<file path="config.mk">
export PLATFORM = sky130hd
export DESIGN_NAME = source_line_classifier_core_flat
export DESIGN_NICKNAME = d
export VERILOG_FILES = /design/src/slc_pkg.sv /design/src/slc_if.sv /design/src/source_line_classifier_core.sv /design/src/slc_front.sv /design/src/slc_queue.sv /design/src/slc_back.sv /design/src/flat_wrapper.sv
export SDC_FILE = /design/constraint.sdc
export NUM_CORES = 2
export LEC_CHECK = 0
export ABC_AREA = 1
export ABC_CLOCK_PERIOD_IN_PS = 6400
export BUFFER_PORTS_ARGS = -buffer_cell sky130_fd_sc_hd__buf_2
export CAP_MARGIN = 20
export CORE_ASPECT_RATIO = 0.75
export CORE_MARGIN = 2
export CORE_UTILIZATION = 45
export CTS_BUF_LIST = sky130_fd_sc_hd__clkbuf_8
export DETAILED_ROUTE_END_ITERATION = 10
export GPL_TIMING_DRIVEN = 0
export MAX_ROUTING_LAYER = met4
export PLACE_DENSITY = 0.65
export SLEW_MARGIN = 20
export SYNTH_ARGS = -nofsm -noshare
export SYNTH_HDL_FRONTEND = slang
export SYNTH_SLANG_ARGS = --single-unit
</file>
<file path="constraint.sdc">
create_clock -name clk -period 6.4 [get_ports clk]
set_clock_uncertainty 0.05 [all_clocks]
set_input_delay 0 -clock clk [delete_from_list [all_inputs] [get_ports clk]]
set_output_delay 0 -clock clk [all_outputs]
set_load 0.02 [all_outputs]
</file>
<file path="src/slc_pkg.sv">
// Package for the source line classifier: widths, types, register codes and helpers.
// Depends on nothing; the core, front, queue and back import it.
package slc_pkg;

  localparam int SymbolBytes = 4;
  localparam int RegBits     = 35;
  localparam int CountBits   = 32;
  localparam int LenBits     = 8;
  localparam int LenSat      = 255;
  localparam int NumCfg      = 6;
  localparam int CfgIdxBits  = 3;
  localparam int WinBits     = 8 * SymbolBytes;

  typedef logic [RegBits-1:0]   sym_reg_t;
  typedef logic [WinBits-1:0]   win_t;
  typedef logic [LenBits-1:0]   len_t;
  typedef logic [CountBits-1:0] count_t;
  typedef logic [1:0]           kind_t;

  typedef enum logic [CfgIdxBits-1:0] {
    CFG_LINE_A  = 3'd0,
    CFG_LINE_B  = 3'd1,
    CFG_OPEN_A  = 3'd2,
    CFG_CLOSE_A = 3'd3,
    CFG_OPEN_B  = 3'd4,
    CFG_CLOSE_B = 3'd5
  } cfg_idx_t;

  localparam kind_t KIND_EMPTY   = 2'd0;
  localparam kind_t KIND_COMMENT = 2'd1;
  localparam kind_t KIND_CODE    = 2'd2;
  localparam kind_t KIND_NONE    = 2'd3;

  localparam sym_reg_t LINE_A_RST  = 35'd8589946671;
  localparam sym_reg_t OPEN_A_RST  = 35'd8589945391;
  localparam sym_reg_t CLOSE_A_RST = 35'd8589946666;

  // Summary of one finished line, passed from front to back through the queue.
  typedef struct packed {
    logic  fin;
    logic  pending;
    logic  nonempty;
    logic  any_pair;
    logic  line_hit;
    logic  closed_hit;
    logic  head_open_a;
    logic  head_open_b;
    logic  tail_close_a;
    logic  tail_close_b;
  } line_sum_t;

  typedef struct packed {
    kind_t  kind;
    logic   fin;
    count_t total;
    count_t empty;
    count_t comment;
    count_t code;
  } result_t;

  // Effective symbol length, clipped to the window.
  function automatic logic [2:0] sym_len(input sym_reg_t r);
    logic [2:0] n;
    n = r[34:32];
    return (n > 3'(SymbolBytes)) ? 3'(SymbolBytes) : n;
  endfunction

  function automatic logic is_blank(input logic [7:0] b);
    return (b == 8'd32) || (b >= 8'd9 && b <= 8'd13);
  endfunction

  // Symbol ends at newest window byte (lowest); n bytes valid.
  function automatic logic match_tail(input win_t w, input len_t n, input sym_reg_t r);
    logic [2:0] l;
    logic ok;
    l = sym_len(r);
    ok = (n >= len_t'(l));
    for (int i = 0; i < SymbolBytes; i++) begin
      if (i < int'(l)) begin
        if (w[8*(int'(l)-1-i) +: 8] != r[8*i +: 8]) ok = 1'b0;
      end
    end
    return ok;
  endfunction

  function automatic logic match_head(input win_t h, input len_t n, input sym_reg_t r);
    logic [2:0] l;
    logic ok;
    l = sym_len(r);
    ok = (n >= len_t'(l));
    for (int i = 0; i < SymbolBytes; i++) begin
      if (i < int'(l)) begin
        if (h[8*i +: 8] != r[8*i +: 8]) ok = 1'b0;
      end
    end
    return ok;
  endfunction

endpackage

</file>
<file path="src/slc_if.sv">
// Valid/ready channel interfaces for the input bytes and the line results.
// Depends on no other file.
interface slc_in_if;
  logic       valid;
  logic       ready;
  logic [7:0] char_byte;
  logic       stream_end;
  modport source (output valid, char_byte, stream_end, input ready);
  modport sink (input valid, char_byte, stream_end, output ready);
endinterface

interface slc_out_if;
  logic                    valid;
  logic                    ready;
  logic [1:0]              line_kind;
  logic                    finished;
  logic [31:0]             total_lines;
  logic [31:0]             empty_lines;
  logic [31:0]             comment_lines;
  logic [31:0]             code_lines;
  modport source (output valid, line_kind, finished, total_lines, empty_lines,
                  comment_lines, code_lines, input ready);
  modport sink (input valid, line_kind, finished, total_lines, empty_lines,
                comment_lines, code_lines, output ready);
endinterface

</file>
<file path="src/source_line_classifier_core.sv">
// Top level of the source line classifier: config registers, front, queue, back.
// Depends on slc_pkg, slc_if, slc_front, slc_queue and slc_back.
//
//  channel | direction | handshake    | payload
//  in_     | sink      | valid/ready  | char_byte[8], stream_end
//  out_    | source    | valid/ready  | line_kind[2], finished, 4 x 32-bit counters
//  cfg_    | write     | cfg_we       | cfg_index[3], cfg_data[35]
//
// One byte per cycle sustained while results drain. A line summary is written to the queue
// at the edge that takes its newline and then passes through the output register
// before it is offered on out_. Reset is synchronous on rst_n and restores
// default symbols and clears all counters. Every input item, newline or not, waits
// while the two-entry line queue is full, i.e. when the output holds back results.
module source_line_classifier_core (
  input  logic                            clk,
  input  logic                            rst_n,
  slc_in_if.sink                          in_ch,
  slc_out_if.source                       out_ch,
  input  logic                            cfg_we,
  input  logic [slc_pkg::CfgIdxBits-1:0]  cfg_index,
  input  logic [slc_pkg::RegBits-1:0]     cfg_data
);
  import slc_pkg::*;

  sym_reg_t  line_a_r, line_b_r, open_a_r, close_a_r, open_b_r, close_b_r;
  logic      f_valid, f_ready, q_valid, q_ready;
  line_sum_t f_sum, q_sum;
  result_t   res;

  // Write configuration registers
  always_ff @(posedge clk) begin
    if (!rst_n) begin
      line_a_r  <= LINE_A_RST;
      line_b_r  <= '0;
      open_a_r  <= OPEN_A_RST;
      close_a_r <= CLOSE_A_RST;
      open_b_r  <= '0;
      close_b_r <= '0;
    end else if (cfg_we) begin
      unique case (cfg_idx_t'(cfg_index))
        CFG_LINE_A:  line_a_r  <= cfg_data;
        CFG_LINE_B:  line_b_r  <= cfg_data;
        CFG_OPEN_A:  open_a_r  <= cfg_data;
        CFG_CLOSE_A: close_a_r <= cfg_data;
        CFG_OPEN_B:  open_b_r  <= cfg_data;
        CFG_CLOSE_B: close_b_r <= cfg_data;
        default: ;
      endcase
    end
  end

  slc_front u_front (
    .clk        (clk),
    .rst_n      (rst_n),
    .byte_valid (in_ch.valid),
    .char_byte  (in_ch.char_byte),
    .stream_end (in_ch.stream_end),
    .byte_ready (in_ch.ready),
    .line_a     (line_a_r),
    .line_b     (line_b_r),
    .open_a     (open_a_r),
    .close_a    (close_a_r),
    .open_b     (open_b_r),
    .close_b    (close_b_r),
    .sum_valid  (f_valid),
    .sum        (f_sum),
    .sum_ready  (f_ready)
  );

  slc_queue u_queue (
    .clk      (clk),
    .rst_n    (rst_n),
    .wr_valid (f_valid),
    .wr_data  (f_sum),
    .wr_ready (f_ready),
    .rd_valid (q_valid),
    .rd_data  (q_sum),
    .rd_ready (q_ready)
  );

  slc_back u_back (
    .clk       (clk),
    .rst_n     (rst_n),
    .sum_valid (q_valid),
    .sum       (q_sum),
    .sum_ready (q_ready),
    .open_a    (open_a_r),
    .open_b    (open_b_r),
    .res_valid (out_ch.valid),
    .res       (res),
    .res_ready (out_ch.ready)
  );

  assign out_ch.line_kind     = res.kind;
  assign out_ch.finished      = res.fin;
  assign out_ch.total_lines   = res.total;
  assign out_ch.empty_lines   = res.empty;
  assign out_ch.comment_lines = res.comment;
  assign out_ch.code_lines    = res.code;

endmodule

</file>
<file path="src/slc_front.sv">
// Front: scans bytes, tracks trimmed-line windows and symbol matches per line.
// Depends on slc_pkg; emits one line summary per newline or stream end.
module slc_front (
  input  logic                clk,
  input  logic                rst_n,
  input  logic                byte_valid,
  input  logic [7:0]          char_byte,
  input  logic                stream_end,
  output logic                byte_ready,
  input  slc_pkg::sym_reg_t   line_a,
  input  slc_pkg::sym_reg_t   line_b,
  input  slc_pkg::sym_reg_t   open_a,
  input  slc_pkg::sym_reg_t   close_a,
  input  slc_pkg::sym_reg_t   open_b,
  input  slc_pkg::sym_reg_t   close_b,
  output logic                sum_valid,
  output slc_pkg::line_sum_t  sum,
  input  logic                sum_ready
);
  import slc_pkg::*;

  logic       pending_r, pending_nxt;
  win_t       head_r, head_nxt;
  win_t       raw_r, raw_nxt;
  win_t       tail_r, tail_nxt;
  len_t       cur_r, cur_nxt;
  len_t       trim_r, trim_nxt;
  logic [1:0] seen_r, seen_nxt, tent_r, tent_nxt;
  logic [1:0] closed_r, closed_nxt, ctent_r, ctent_nxt;
  len_t       since_r [2];
  len_t       since_nxt [2];

  sym_reg_t   osym [2];
  sym_reg_t   csym [2];
  logic       take, line_end, ws;

  assign osym[0] = open_a;
  assign osym[1] = open_b;
  assign csym[0] = close_a;
  assign csym[1] = close_b;

  assign byte_ready = sum_ready;
  assign take       = byte_valid && byte_ready;
  assign line_end   = stream_end || (char_byte == 8'd10);
  assign ws         = is_blank(char_byte);

  // Per-byte window and match update
  always_comb begin
    win_t rw;
    len_t cl;
    pending_nxt = pending_r;
    head_nxt    = head_r;
    raw_nxt     = raw_r;
    tail_nxt    = tail_r;
    cur_nxt     = cur_r;
    trim_nxt    = trim_r;
    seen_nxt    = seen_r;
    tent_nxt    = tent_r;
    closed_nxt  = closed_r;
    ctent_nxt   = ctent_r;
    since_nxt   = since_r;
    rw          = {raw_r[WinBits-9:0], char_byte};
    cl          = (cur_r < len_t'(LenSat)) ? cur_r + len_t'(1) : cur_r;
    if (take) begin
      if (line_end) begin
        pending_nxt = 1'b0;
        head_nxt    = '0;
        raw_nxt     = '0;
        tail_nxt    = '0;
        cur_nxt     = '0;
        trim_nxt    = '0;
        seen_nxt    = '0;
        tent_nxt    = '0;
        closed_nxt  = '0;
        ctent_nxt   = '0;
        since_nxt[0] = '0;
        since_nxt[1] = '0;
      end else begin
        pending_nxt = 1'b1;
        if (!(cur_r == '0 && ws)) begin
          if (cur_r < len_t'(SymbolBytes)) head_nxt[8*cur_r[1:0] +: 8] = char_byte;
          cur_nxt = cl;
          raw_nxt = rw;
          for (int p = 0; p < 2; p++) begin
            if (sym_len(osym[p]) != 3'd0) begin
              if (seen_r[p] || tent_r[p]) begin
                if (since_r[p] < len_t'(LenSat)) since_nxt[p] = since_r[p] + len_t'(1);
                if (!closed_r[p] && sym_len(csym[p]) != 3'd0 &&
                    since_nxt[p] >= len_t'(sym_len(csym[p])) && match_tail(rw, cl, csym[p])) begin
                  if (ws) ctent_nxt[p] = 1'b1;
                  else closed_nxt[p] = 1'b1;
                end
              end else if (match_tail(rw, cl, osym[p])) begin
                since_nxt[p] = '0;
                if (ws) tent_nxt[p] = 1'b1;
                else seen_nxt[p] = 1'b1;
                if (sym_len(csym[p]) == 3'd0) begin
                  if (ws) ctent_nxt[p] = 1'b1;
                  else closed_nxt[p] = 1'b1;
                end
              end
            end
          end
          if (!ws) begin
            seen_nxt   = seen_nxt | tent_nxt;
            closed_nxt = closed_nxt | ctent_nxt;
            tent_nxt   = '0;
            ctent_nxt  = '0;
            trim_nxt   = cl;
            tail_nxt   = rw;
          end
        end
      end
    end
  end

  // Line summary for the back end
  always_comb begin
    sum.fin          = stream_end;
    sum.pending      = pending_r;
    sum.nonempty     = (trim_r != '0);
    sum.any_pair     = (sym_len(open_a) != 3'd0) || (sym_len(open_b) != 3'd0);
    sum.line_hit     = (sym_len(line_a) != 3'd0 && match_head(head_r, trim_r, line_a)) ||
                       (sym_len(line_b) != 3'd0 && match_head(head_r, trim_r, line_b));
    sum.closed_hit   = (sym_len(open_a) != 3'd0 && closed_r[0]) ||
                       (sym_len(open_b) != 3'd0 && closed_r[1]);
    sum.head_open_a  = sym_len(open_a) != 3'd0 && match_head(head_r, trim_r, open_a);
    sum.head_open_b  = sym_len(open_b) != 3'd0 && match_head(head_r, trim_r, open_b);
    sum.tail_close_a = match_tail(tail_r, trim_r, close_a);
    sum.tail_close_b = match_tail(tail_r, trim_r, close_b);
  end
  assign sum_valid = byte_valid && line_end;

  // Hold line state
  always_ff @(posedge clk) begin
    if (!rst_n) begin
      pending_r  <= 1'b0;
      head_r     <= '0;
      raw_r      <= '0;
      tail_r     <= '0;
      cur_r      <= '0;
      trim_r     <= '0;
      seen_r     <= '0;
      tent_r     <= '0;
      closed_r   <= '0;
      ctent_r    <= '0;
      since_r[0] <= '0;
      since_r[1] <= '0;
    end else begin
      pending_r  <= pending_nxt;
      head_r     <= head_nxt;
      raw_r      <= raw_nxt;
      tail_r     <= tail_nxt;
      cur_r      <= cur_nxt;
      trim_r     <= trim_nxt;
      seen_r     <= seen_nxt;
      tent_r     <= tent_nxt;
      closed_r   <= closed_nxt;
      ctent_r    <= ctent_nxt;
      since_r[0] <= since_nxt[0];
      since_r[1] <= since_nxt[1];
    end
  end

endmodule

</file>
<file path="src/slc_queue.sv">
// Two-entry queue of line summaries between front and back.
// Depends on slc_pkg for the summary type.
module slc_queue (
  input  logic               clk,
  input  logic               rst_n,
  input  logic               wr_valid,
  input  slc_pkg::line_sum_t wr_data,
  output logic               wr_ready,
  output logic               rd_valid,
  output slc_pkg::line_sum_t rd_data,
  input  logic               rd_ready
);
  import slc_pkg::*;

  line_sum_t  mem_r [2];
  logic       wp_r, wp_nxt, rp_r, rp_nxt;
  logic [1:0] cnt_r, cnt_nxt;
  logic       wr, rd;

  assign wr_ready = (cnt_r != 2'd2);
  assign rd_valid = (cnt_r != 2'd0);
  assign rd_data  = mem_r[rp_r];
  assign wr       = wr_valid && wr_ready;
  assign rd       = rd_valid && rd_ready;

  // Advance pointers and count
  always_comb begin
    wp_nxt  = wr ? ~wp_r : wp_r;
    rp_nxt  = rd ? ~rp_r : rp_r;
    cnt_nxt = cnt_r + {1'b0, wr} - {1'b0, rd};
  end

  always_ff @(posedge clk) begin
    if (!rst_n) begin
      wp_r  <= 1'b0;
      rp_r  <= 1'b0;
      cnt_r <= '0;
    end else begin
      wp_r  <= wp_nxt;
      rp_r  <= rp_nxt;
      cnt_r <= cnt_nxt;
    end
  end

  // Store entries
  always_ff @(posedge clk) begin
    if (wr) mem_r[wp_r] <= wr_data;
  end

endmodule

</file>
<file path="src/slc_back.sv">
// Back: classifies each line summary, keeps block state and counters, registers result.
// Depends on slc_pkg.
module slc_back (
  input  logic               clk,
  input  logic               rst_n,
  input  logic               sum_valid,
  input  slc_pkg::line_sum_t sum,
  output logic               sum_ready,
  input  slc_pkg::sym_reg_t  open_a,
  input  slc_pkg::sym_reg_t  open_b,
  output logic               res_valid,
  output slc_pkg::result_t   res,
  input  logic               res_ready
);
  import slc_pkg::*;

  logic    in_block_r, in_block_nxt;
  logic    pair_r, pair_nxt;
  count_t  cnt_r [4];
  count_t  cnt_nxt [4];
  logic    valid_r, valid_nxt;
  result_t res_r, res_nxt;
  kind_t   kind;
  logic    take, close_hit;

  assign sum_ready = !valid_r || res_ready;
  assign take      = sum_valid && sum_ready;

  // Shared start: close by the first pair with an equal start register
  assign close_hit = (pair_r && open_a != open_b) ? sum.tail_close_b : sum.tail_close_a;

  // Classify the line
  always_comb begin
    kind         = KIND_CODE;
    in_block_nxt = in_block_r;
    pair_nxt     = pair_r;
    if (sum.fin && !sum.pending) begin
      kind = KIND_NONE;
    end else if (!sum.nonempty) begin
      kind = KIND_EMPTY;
    end else if (!sum.any_pair) begin
      kind = sum.line_hit ? KIND_COMMENT : KIND_CODE;
    end else if (in_block_r) begin
      kind = KIND_COMMENT;
      if (close_hit) in_block_nxt = 1'b0;
    end else if (sum.closed_hit) begin
      kind = KIND_COMMENT;
    end else if (sum.head_open_a) begin
      kind = KIND_COMMENT;
      in_block_nxt = 1'b1;
      pair_nxt = 1'b0;
    end else if (sum.head_open_b) begin
      kind = KIND_COMMENT;
      in_block_nxt = 1'b1;
      pair_nxt = 1'b1;
    end else begin
      kind = sum.line_hit ? KIND_COMMENT : KIND_CODE;
    end
  end

  // Bump saturating counters
  always_comb begin
    cnt_nxt = cnt_r;
    if (kind != KIND_NONE) begin
      if (cnt_r[0] != '1) cnt_nxt[0] = cnt_r[0] + count_t'(1);
      case (kind)
        KIND_EMPTY:   if (cnt_r[1] != '1) cnt_nxt[1] = cnt_r[1] + count_t'(1);
        KIND_COMMENT: if (cnt_r[2] != '1) cnt_nxt[2] = cnt_r[2] + count_t'(1);
        default:      if (cnt_r[3] != '1) cnt_nxt[3] = cnt_r[3] + count_t'(1);
      endcase
    end
  end

  // Output register
  always_comb begin
    valid_nxt = valid_r;
    res_nxt   = res_r;
    if (res_ready) valid_nxt = 1'b0;
    if (take) begin
      valid_nxt       = 1'b1;
      res_nxt.kind    = kind;
      res_nxt.fin     = sum.fin;
      res_nxt.total   = cnt_nxt[0];
      res_nxt.empty   = cnt_nxt[1];
      res_nxt.comment = cnt_nxt[2];
      res_nxt.code    = cnt_nxt[3];
    end
  end

  always_ff @(posedge clk) begin
    if (!rst_n) begin
      in_block_r <= 1'b0;
      pair_r     <= 1'b0;
      valid_r    <= 1'b0;
      for (int i = 0; i < 4; i++) cnt_r[i] <= '0;
    end else begin
      valid_r <= valid_nxt;
      if (take) begin
        in_block_r <= in_block_nxt;
        pair_r     <= pair_nxt;
        cnt_r      <= cnt_nxt;
      end
    end
  end

  always_ff @(posedge clk) begin
    res_r <= res_nxt;
  end

  assign res_valid = valid_r;
  assign res       = res_r;

endmodule

</file>
<file path="src/flat_wrapper.sv">
// flat-port wrapper written by rule: the top's interface ports become plain ports
module source_line_classifier_core_flat import slc_pkg::*;
  (clk, rst_n, cfg_we, cfg_index, cfg_data, in_ch_valid, in_ch_char_byte, in_ch_stream_end, in_ch_ready, out_ch_valid, out_ch_line_kind, out_ch_finished, out_ch_total_lines, out_ch_empty_lines, out_ch_comment_lines, out_ch_code_lines, out_ch_ready);
  slc_in_if in_ch_i ();
  slc_out_if out_ch_i ();
  input  logic clk;
  input  logic rst_n;
  input  logic cfg_we;
  input  logic [slc_pkg::CfgIdxBits-1:0] cfg_index;
  input  logic [slc_pkg::RegBits-1:0] cfg_data;
  input wire logic [$bits(in_ch_i.valid)-1:0] in_ch_valid;
  input wire logic [$bits(in_ch_i.char_byte)-1:0] in_ch_char_byte;
  input wire logic [$bits(in_ch_i.stream_end)-1:0] in_ch_stream_end;
  output wire logic [$bits(in_ch_i.ready)-1:0] in_ch_ready;
  output wire logic [$bits(out_ch_i.valid)-1:0] out_ch_valid;
  output wire logic [$bits(out_ch_i.line_kind)-1:0] out_ch_line_kind;
  output wire logic [$bits(out_ch_i.finished)-1:0] out_ch_finished;
  output wire logic [$bits(out_ch_i.total_lines)-1:0] out_ch_total_lines;
  output wire logic [$bits(out_ch_i.empty_lines)-1:0] out_ch_empty_lines;
  output wire logic [$bits(out_ch_i.comment_lines)-1:0] out_ch_comment_lines;
  output wire logic [$bits(out_ch_i.code_lines)-1:0] out_ch_code_lines;
  input wire logic [$bits(out_ch_i.ready)-1:0] out_ch_ready;
  assign in_ch_i.valid = in_ch_valid;
  assign in_ch_i.char_byte = in_ch_char_byte;
  assign in_ch_i.stream_end = in_ch_stream_end;
  assign in_ch_ready = in_ch_i.ready;
  assign out_ch_valid = out_ch_i.valid;
  assign out_ch_line_kind = out_ch_i.line_kind;
  assign out_ch_finished = out_ch_i.finished;
  assign out_ch_total_lines = out_ch_i.total_lines;
  assign out_ch_empty_lines = out_ch_i.empty_lines;
  assign out_ch_comment_lines = out_ch_i.comment_lines;
  assign out_ch_code_lines = out_ch_i.code_lines;
  assign out_ch_i.ready = out_ch_ready;
  source_line_classifier_core u_core (.clk(clk), .rst_n(rst_n), .in_ch(in_ch_i), .out_ch(out_ch_i), .cfg_we(cfg_we), .cfg_index(cfg_index), .cfg_data(cfg_data));
endmodule
</file>
==> summary.md <==
| Metric | Value |
|---|---|
| Post-DP HPWL | 124 mm |
| Final nets | 5,679 |
| Power density over cell area | 377 nW/um^2 |
| Clk pin slew, worst setup/hold paths | 70 ps |
| Synthesized flop and latch total | 626 |
| Syn nets | 5,337 |
| Average cell area after synthesis | 7.00 um^2 |
| Post-CTS Resized | 0 |
| H-tree depth | 3 |
| Leakage | 18.2 nW |
| CTS sink cnt | 626 |
| Final wirelength | 163 mm |
| Required time of the critical path | 6820 ps |
| YS warnings | 12 |
| CTS tree | done |
| First-pass GRT wire length | 232 mm |
| Clock latency on the worst-skew pair | 790 ps |
| IR drop worst, VDD | 199 uV |
| Largest cells by area after synthesis | dfxtp_1, edfxtp_1, nand2_1 |
| Crit start category | register |
| Vias | 39.3k |
| Root buf cell | clkbuf_8 |
| Core outline area | 80,400 um^2 |
| Antenna violations before repair | 12 |
| Via density | 5.84 |
| Grt total ovfl | 0 |
| Worst Path Arrival | 5720 ps |
| Port Buffers | 180 |
| Total Routing Usage GR | 38.7% |
| Crit path kind | reg2reg |
| Slew Limit Fails | 0 |
| Post-synth ARST share | 0% |
| Tightest Pin Transition | 1370 ps |
| Status | finished, final reports clean |
| Global placement routability congestion | 1.09 |
| Largest net degree at the start of global routing | 37 |
| Fmax | 0.188 GHz |
| I/O pin count | 185 |
| Register area share after synthesis | 38.4% |
| Initial DRC count | 6,113 |
| Number of enable flip-flop cells after synthesis | 151 |
| Post-route insts no fill | 6,729 |
| ANT nets after route | 0 |
| Critical-path cell list | buf_2 > inv_1 > clkbuf_1 > clkbuf_1 > ha_1 > ha_1 > o21ai_0 > nor2_2 > buf_2 > o21ai_0 > a22o_1 > nor4_1 > nand2_1 > nand2_1 > a21oi_1 > nor3_1 |
| Die X | 333 um |
| Clock Tree Buf Depth | 3 |
| Final setup fails | 0 |
| DIE AREA | 83,600 um^2 |
| Crit end category | register |
| Number of CTS-inserted buffers | 105 |
| Post-CTS setup buffer count | 0 |
| Hold Vio Cnt, Final | 0 |
| Starting Density | 45.5% |
| Max-cap viol count | 0 |
| Vias in the first global route | 34.6k |
| Finished Cell Area | 41,600 um^2 |
| Slew headroom | 8.60% |
| DIE HEIGHT | 251 um |
| RSZ-0062 raised after global routing | false |
| Max incr delay on CP | 770 ps |
| Syn Inst Count | 5,225 |
| Layout cells sized above 1 | 9.08% |
| Min cycle time layout | 5310 ps |
| Final Cycle Share | 82.9% |
| Mapped Area | 36,600 um^2 |
| # DRC | 0 |
| Detailed Routing Iterations Pass 1 | 10 |
| Post-Place Cells | 6,467 |
| Area leader, netlist | dfxtp_1 |
| Synth Flop Type | dfxtp_1 |
| Distinct cell type count after synthesis | 72 |
| P&R area growth vs syn | 13.9% |
| Area after DPL | 38,900 um^2 |
| Critical path's slowest cell | clkbuf_1 |
| Hold WS | 70.0 ps |
| WL/cell | 24.2 um |
| # rows | 90 |
| CP Max Fanout | 12 |
| Hold Crit Class | in2reg |
| Top-area cell type share of the netlist area | 26.0% |
| Cts hold-fix bufs | 50 |
-- area by class of cell --
class | instances | area [um^2]
clock buffer | 118 | 1620
fill | 8055 | 38800
multi-input combinational | 3698 | 19000
buffer | 270 | 1190
sequential | 626 | 14000
clock inverter | 80 | 588
inverter | 631 | 2370
antenna | 13 | 32.5
tap | 1058 | 1320
timing repair buffer | 235 | 1500
-- flip-flops by register name, indices dropped and copies added (netlist names), 8 cells and up, named ones only --
signal                  cells
u_core.open_a_r            35
u_core.u_front.cur_r        8
u_core.u_front.head_r      32
u_core.line_b_r            35
u_core.open_b_r            35
u_core.u_back.cnt_r       128
u_core.line_a_r            35
u_core.u_front.trim_r       8
u_core.close_b_r           35
u_core.u_queue.mem_r       20
u_core.u_front.since_r     16
u_core.u_front.tail_r      32
u_core.close_a_r           35
u_core.u_back.res         131
u_core.u_front.raw_r       24
-- Yosys cell counts (all sizes together) (5+ instances only) --
library cell and count:
edfxtp 151, ha 60, clkbuf 170, a21oi 396, o41ai 5, nand3 370
o221ai 8, xor2 228, xnor2 59, a211oi 21, o211ai 37, a2111oi 6
a221oi 8, dfxtp 475, or2 16, nand3b 5, o21ai 584, nand2 1079
a21boi 10, o2111ai 6, nand4 129, inv 626, nor2 497, nor4 39
buf 100, clkinv 5, o22ai 23, nor3 76
-- report_power, final --
group	switching (mW)	internal, mW
Clock	1.84	2.00
Combinational	4.06	1.60
Sequential	0.859	5.34
-- layout by cell type (no fill, tap or decap), drive strengths merged, types with 6 or more instances in the layout --
cell / count
or2: 16
xor2: 228
o21ai: 584
dlygate4sd3: 50
clkbuf: 288
nand4: 129
dfxtp: 475
a2111oi: 6
nor3: 76
a21oi: 396
a221oi: 8
bufinv: 7
nor4: 39
diode: 13
o22ai: 23
xnor2: 59
ha: 60
edfxtp: 151
nor2: 497
nand2: 1079
inv: 651
a211oi: 21
o221ai: 8
buf: 285
o2111ai: 6
a21boi: 10
o211ai: 37
clkinv: 50
nand3: 370
-- stage by stage --
step / setup slack (ps) / power [mW] / TNS [ps] / util, %
after floorplan: 341 / 9.53 / 0 / -
after global placement: -1810 / 11.6 / -120430 / 48.3
after detailed placement: 1440 / 11.7 / 0 / 48.4
after CTS: 1410 / 15.5 / 0 / 51.7
after global routing: 1110 / 16.4 / 0 / 51.8
final: 1090 / 15.7 / 0 / 51.8
-- worst max-delay path, delay by kind of cell (launching register included) --
| kind | cells | cell delay (ps) |
|---|---|---|
| AO/OA/AOI/OAI | 4 | 710 |
| adder cells (fa/ha/maj) | 2 | 830 |
| buffers and inverters | 5 | 1900 |
| flip-flops | 1 | 300 |
| AND/OR/NAND/NOR | 5 | 1170 |
-- layer usage --
metal,track usage [%],vias up,part of all wire (%)
met5,-,-,0
met4,15.4,0,4.6
met3,10.7,413,13
met2,51.3,2580,39
met1,54.9,18300,43
li1,-,18000,-
-- cell families (layout without fill, tap and decap cells) --
| kind of cell | after synthesis | count (layout) | synth area share, % |
|---|---|---|---|
| compound gates | 1125 | 1125 | 16.5 |
| buf+inv | 901 | 1334 | 9.74 |
| simple gates | 2222 | 2222 | 26.2 |
| flops | 626 | 626 | 38.4 |
| other cells | 0 | 13 | 0 |
| mux | 4 | 4 | 0.113 |
| fa+ha+maj | 60 | 60 | 2.05 |
| xor+xnor | 287 | 287 | 6.94 |
-- final timing paths --
path	startpoint	endpoint	slack [ps]	cells past startpoint
setup reg to reg	u_core.close_a_r[34]	u_core.u_queue.mem_r[1][1]	1090	16
hold / removal	out_ch_ready	u_core.u_back.res_valid	70	5
hold reg to reg	u_core.u_back.pair_r	u_core.u_back.pair_r	410	2
setup / recovery	u_core.close_a_r[34]	u_core.u_queue.mem_r[1][1]	1090	16
Note: power is estimated with default switching activity, not from simulation.
